**src/rtl/shpq_pkg.sv**
```systemverilog
// Package with shared constants for the skew heap priority queue.
`timescale 1ns / 1ps
`default_nettype none
package shpq_pkg;
    localparam int CAPACITY_DEF = 256;
    localparam logic [1:0] CMD_INSERT = 2'd0;
    localparam logic [1:0] CMD_POP    = 2'd1;
    localparam logic [1:0] CMD_PEEK   = 2'd2;
    localparam logic [1:0] CMD_NOP    = 2'd3;
    localparam logic [1:0] ST_OK    = 2'd0;
    localparam logic [1:0] ST_EMPTY = 2'd1;
    localparam logic [1:0] ST_FULL  = 2'd2;
endpackage
`default_nettype wire

```
**src/rtl/shpq_free_stack.sv**
```systemverilog
// Free node stack: a memory of node indexes with a fill pointer and a reset sweep.
`timescale 1ns / 1ps
`default_nettype none
module shpq_free_stack #(
    parameter int CAPACITY = shpq_pkg::CAPACITY_DEF,
    localparam int AW = $clog2(CAPACITY),
    localparam int CW = $clog2(CAPACITY + 1)
) (
    input  wire logic          i_clk,
    input  wire logic          i_rst_n,
    input  wire logic          i_pop,
    input  wire logic          i_push,
    input  wire logic [AW-1:0] i_push_index,
    output logic      [AW-1:0] o_top,
    output logic      [CW-1:0] o_count,
    output logic               o_ready
);
    logic [AW-1:0] r_mem [CAPACITY];
    logic [CW-1:0] r_count, n_count;
    logic [CW-1:0] r_init;
    logic          r_busy;
    logic [AW-1:0] r_top;
    logic [AW-1:0] w_rd_addr;

    assign o_count = r_count;
    assign o_top   = r_top;
    assign o_ready = !r_busy;

    always_comb begin
        n_count = r_count;
        if (i_pop) begin
            n_count = r_count - CW'(1);
        end else if (i_push) begin
            n_count = r_count + CW'(1);
        end
    end

    // After the reset sweep entry i holds CAPACITY-1-i; the top is read ahead from the next count.
    assign w_rd_addr = AW'(n_count - CW'(1));

    always_ff @(posedge i_clk) begin
        if (r_busy) begin
            r_mem[AW'(r_init)] <= AW'(CW'(CAPACITY - 1) - r_init);
        end else if (i_push) begin
            r_mem[AW'(r_count)] <= i_push_index;
        end
        if (i_push && !r_busy) begin
            r_top <= i_push_index;
        end else begin
            r_top <= r_mem[w_rd_addr];
        end
        if (!i_rst_n) begin
            r_count <= CW'(CAPACITY);
            r_init  <= '0;
            r_busy  <= 1'b1;
        end else if (r_busy) begin
            r_init <= r_init + CW'(1);
            if (r_init == CW'(CAPACITY - 1)) begin
                r_busy <= 1'b0;
                // Top of a full stack is index 0.
            end
        end else begin
            r_count <= n_count;
        end
    end

`ifndef SYNTHESIS
    ap_count_range: assert property (@(posedge i_clk) disable iff (!i_rst_n)
        r_count <= CW'(CAPACITY)) else $error("free count above capacity");
    ap_no_pop_empty: assert property (@(posedge i_clk) disable iff (!i_rst_n)
        i_pop |-> r_count != '0) else $error("pop from empty free stack");
    ap_excl: assert property (@(posedge i_clk) disable iff (!i_rst_n)
        !(i_pop && i_push)) else $error("push and pop together");
`endif
endmodule
`default_nettype wire

```
**config.mk**
```make
export PLATFORM = sky130hd
export DESIGN_NAME = shpq_free_stack
export DESIGN_NICKNAME = d
export VERILOG_FILES = /design/src/rtl/shpq_pkg.sv /design/src/rtl/shpq_free_stack.sv
export SDC_FILE = /design/constraint.sdc
export NUM_CORES = 2
export LEC_CHECK = 0
export BUFFER_PORTS_ARGS = -buffer_cell sky130_fd_sc_hd__buf_2
export CAP_MARGIN = 20
export CORE_UTILIZATION = 45
export CTS_BUF_LIST = sky130_fd_sc_hd__clkbuf_8
export DETAILED_ROUTE_END_ITERATION = 7
export GPL_TIMING_DRIVEN = 0
export HOLD_SLACK_MARGIN = 0.1
export SLEW_MARGIN = 25
export SYNTH_ARGS = -nofsm -noshare
export SYNTH_HDL_FRONTEND = slang
export SYNTH_SLANG_ARGS = --single-unit
```
**constraint.sdc**
```tcl
create_clock -name i_clk -period 14.8 [get_ports i_clk]
set_clock_uncertainty 0.05 [all_clocks]
set_input_delay 0.74 -clock i_clk [delete_from_list [all_inputs] [get_ports i_clk]]
set_output_delay 0.74 -clock i_clk [all_outputs]
set_load 0.005 [all_outputs]
```
==> reports/results.md <==
| Metric | This run |
|---|---|
| Status | finished with violations |
| Failing checks | design-rule violations |
| Transition time of the tightest slew-check pin | 1.26 ns |
| Number of cell instances on the worst register-to-register path | 20 |
| Count of nets left with antenna violations after detail routing | 0 |
| Number of top-level pins | 30 |
| Number of nets at the end of the flow | 4550 |
| Total global routing overflow | 0 |
| Share of cells above drive strength 1 | 0.291 |
| Maximum number of pins on one net before global-route repair | 35 |
| # placed instances | 6547 |
| Worst-case clock buffer depth | 4 |
| H-tree depth | 5 |
| Clock transition at the registers of the reported paths | 0.06 ns |
| TritonCTS buffer count | 352 |
| Area of the die | 183000 um^2 |
| Combined area of all synthesized cells | 81800 um^2 |
| Maximum fanout count along the critical path | 10 |
| Fraction of the mapped netlist area in compound gates | 0.0254 |
| Number of vias after detailed routing | 47400 |
| Multiplexer share of the synthesized area | 0.157 |
| # port buffers | 29 |
| Critical Path Source Type | flop |
| Vias in the first global route | 45500 |
| Post-synthesis cell count | 4006 |
| Highest Clock Rate | 107 MHz |
| Number of register bits inferred by synthesis | 2075 |
| Critical path arrival | 10.12 ns |
| Syn-to-layout area delta | 16.1% |
| Reg-to-Reg Start | o_count[0]$_SDFFE_PN0N_ |
| MaxCap Viol Count | 0 |
| Final-layout setup total negative slack | 0 ns |
| Root Buffer Master | sky130_fd_sc_hd__clkbuf_8 |
| Path type of the worst setup path | reg -> reg |
| Die extent in y | 428 um |
| Later-pin clock latency in the skew report | 1.09 ns |
| # rows | 156 |
| Required arrival time at the worst endpoint | 15.55 ns |
| Simple-gate share of the synthesized area | 0.0396 |
| Avg Synthesized Cell Area | 20.4 um^2 |
| Top library cells by usage in the layout, fill and taps aside | sky130_fd_sc_hd__edfxtp_1, sky130_fd_sc_hd__mux4_2, sky130_fd_sc_hd__clkbuf_8 |
| TritonCTS clock tree | built |
| Cells on Worst Hold Path | 3 |
| Cell chain of the critical path | buf_2 > xnor2_2 > buf_6 > buf_6 > buf_6 > buf_4 > buf_4 > inv_1 > ha_1 > buf_2 > buf_2 > buf_2 > clkbuf_2 > clkbuf_2 > mux4_2 > mux2i_1 > a32o_1 > a211oi_1 > nor4_1 > a31oi_1 |
| Worst-case hold path end point | r_mem[13][2]$_DFFE_PP_ |
| Fraction of the yosys area taken by sequential cells | 0.759 |
| DRC violations left | 3 |
| Number of detailed-routing iterations run before antenna repair | 8 |
| Fraction of registers with async set or reset after synthesis | 0 |
| Main combinational cell family by area after synthesis | multiplexers |
| Peak supply drop | 0.0975 mV |
| Count of placed standard cells in the final layout, fillers left out | 7157 |
| Most frequent cell on the critical path | sky130_fd_sc_hd__buf_2 |
| Final Cycle Share | 0.633 |
| Placer congestion estimate | 1.05 |
| Count of endpoints failing setup in the final report | 0 |
| WL final | 310 mm |
| Endpoint type of the worst setup path | flop |
| Tmin final | 9.37 ns |
| Critical R2R Capture | o_top[0]$_DFF_P_ |
| Most area-hungry cell type in the Yosys netlist | sky130_fd_sc_hd__edfxtp_1 |
| Total half-perimeter wirelength after legalization and detailed placement | 215 mm |
| Post-detailed-route wirelength per cell | 43.3 um |
| Slowest stage cell on the critical path | sky130_fd_sc_hd__nor4_1 |
| Synth top area share | 0.752 |
| Pleak | 32.4 nW |
| Slack of the worst reg-to-reg path | 5.43 ns |
| PwrDens | 128 nW/um^2 |
| CTS sink cnt | 2075 |
| Post-Synth Adder-Cell Area | 0.000765 |
| Overall Global Routing Usage | 0.337 |
| Rel. slew slack | 0.158 |
| Violation count after the first detailed-routing iteration | 8276 |
| XOR/XNOR share of the synthesized area | 0.00243 |
| Post-synth EDFFs | 2048 |
| Mean number of vias per cell | 6.62 |
| Top post-synthesis cells by area | sky130_fd_sc_hd__edfxtp_1, sky130_fd_sc_hd__mux4_2, sky130_fd_sc_hd__nor2_1, sky130_fd_sc_hd__nand2_1, sky130_fd_sc_hd__mux2i_1 |
| RSZ-0062 raised after global routing | false |
| Min-Delay Startpoint | i_push_index[2] |
| Delay of the slowest critical-path stage | 1.04 ns |
| Sum of internal, switching and leakage power | 12.2 mW |
| Effective utilization at floorplan | 0.453 |
| Number of max-slew violations in the final report | 0 |
| Total of warnings raised by yosys | 0 |
| Total core area | 181000 um^2 |
| Hold WC Path Type | in -> reg |
| Most frequent standard cell in the layout excluding fill and tap cells | sky130_fd_sc_hd__edfxtp_1 |
| Global-route wire length before repair | 407 mm |
| Die X | 428 um |
| Number of distinct library cells after synthesis | 82 |
| Most used flip-flop cell after synthesis | sky130_fd_sc_hd__edfxtp_1 |
| Synthesized net count | 4023 |
| Final Hold Vio Count | 0 |
| Initial antenna violation count | 23 |
where the power goes:
part	leakage, nW	internal [mW]	switching (mW)
Combinational	8.57	0.322	0.751
Clock	3.53	2.35	2.32
Sequential	20.3	6.42	0.00375
Total	32.4	9.10	3.07
kinds of logic (layout without fill, tap and decap cells):
family / count (synthesis) / count (layout)
adder cells (fa/ha/maj): 5 / 5
other: 0 / 13
AND/OR/NAND/NOR: 740 / 740
buffers and inverters: 269 / 1037
AO/OA/AOI/OAI: 279 / 279
XOR/XNOR: 21 / 21
multiplexers: 617 / 617
flip-flops: 2075 / 2075
how the worst max path moves through the flow:
stage,startpoint,end,slack [ns],cells past startpoint
after floorplan,i_push,r_mem[0][2]$_DFFE_PP_,1.41,4
final,o_count[0]$_SDFFE_PN0N_,o_top[0]$_DFF_P_,5.43,20
after global placement,i_push,r_mem[120][7]$_DFFE_PP_,-11.26,5
after CTS,o_count[0]$_SDFFE_PN0N_,o_top[3]$_DFF_P_,5.60,21
after global routing,o_count[0]$_SDFFE_PN0N_,o_top[6]$_DFF_P_,5.69,20
after detailed placement,i_push,o_top[3]$_DFF_P_,5.07,23
cell type report:
| type | instances | area [um^2] |
|---|---|---|
| Clock buffer | 362 | 4980 |
| Timing Repair Buffer | 173 | 3680 |
| Fill cell | 14100 | 85600 |
| Tap cell | 2370 | 2970 |
| Buffer | 248 | 1360 |
| Antenna cell | 13 | 32.5 |
| Multi-Input combinational cell | 1662 | 18700 |
| Inverter | 21 | 78.8 |
| Sequential cell | 2075 | 62000 |
| Clock inverter | 233 | 1100 |
flip-flops by register name, indices dropped and copies added, names as in the netlist:
register and count:
o_count 9, r_busy 1, r_mem 2048, o_top 8, r_init 9
cells in the mapped netlist, drive strengths merged (4+ instances only):
master	instances
a211oi	34
xnor2	16
a311o	9
nor2	287
clkbuf	135
o2111ai	5
mux2i	81
a2111oi	11
inv	20
a21oi	26
a31oi	17
xor2	5
edfxtp	2048
o22ai	8
a21boi	6
a32oi	14
dfxtp	27
o21ai	48
a221oi	14
and2	11
a32o	6
and3	48
nand3	53
or3	9
buf	113
ha	5
mux4	531
a31o	14
nand2	265
a22oi	4
mux2	5
nand4	13
o31ai	4
a311oi	19
nor4	12
or2	5
nor3	12
o211ai	9
nand3b	7
nand2b	5
o211a	5
layer usage:
metal	vias to the layer above	global-route usage	part of all wire	routed length, um
met5	-	0	0.00026	80
met4	12	0.233	0.082	25500
met3	984	0.117	0.13	40700
met2	3922	0.494	0.44	136000
met1	24700	0.421	0.35	108000
li1	17700	-	-	-
worst max-delay path: cells and delay by family (launching register included):
family,cells,cell delay [ns]
mux,2,0.68
flops,1,0.34
xor+xnor,1,0.80
compound gates,3,0.94
simple gates,1,1.04
buf+inv,12,4.77
fa+ha+maj,1,0.29
per-stage QoR:
step	hold WS [ns]	cell area (um^2)	setup slack [ns]	util
after global routing	0.209	94900	5.69	0.526
after floorplan	0.404	81800	1.41	-
after global placement	0.418	84900	-11.26	0.470
after detailed placement	0.438	88700	5.07	0.491
after CTS	0.176	94800	5.60	0.525
final	0.245	94900	5.43	0.526
repair_timing:
| item | in CTS | in global routing |
|---|---|---|
| buffers inserted | 0 | 0 |
| endpoints found under the setup margin | 0 | 0 |
| endpoints found under the hold margin | 9 | 0 |
| resized for setup | 0 | 0 |
| hold buffers | 2 | 0 |
No activity file was read; power rests on OpenSTA's default activity.
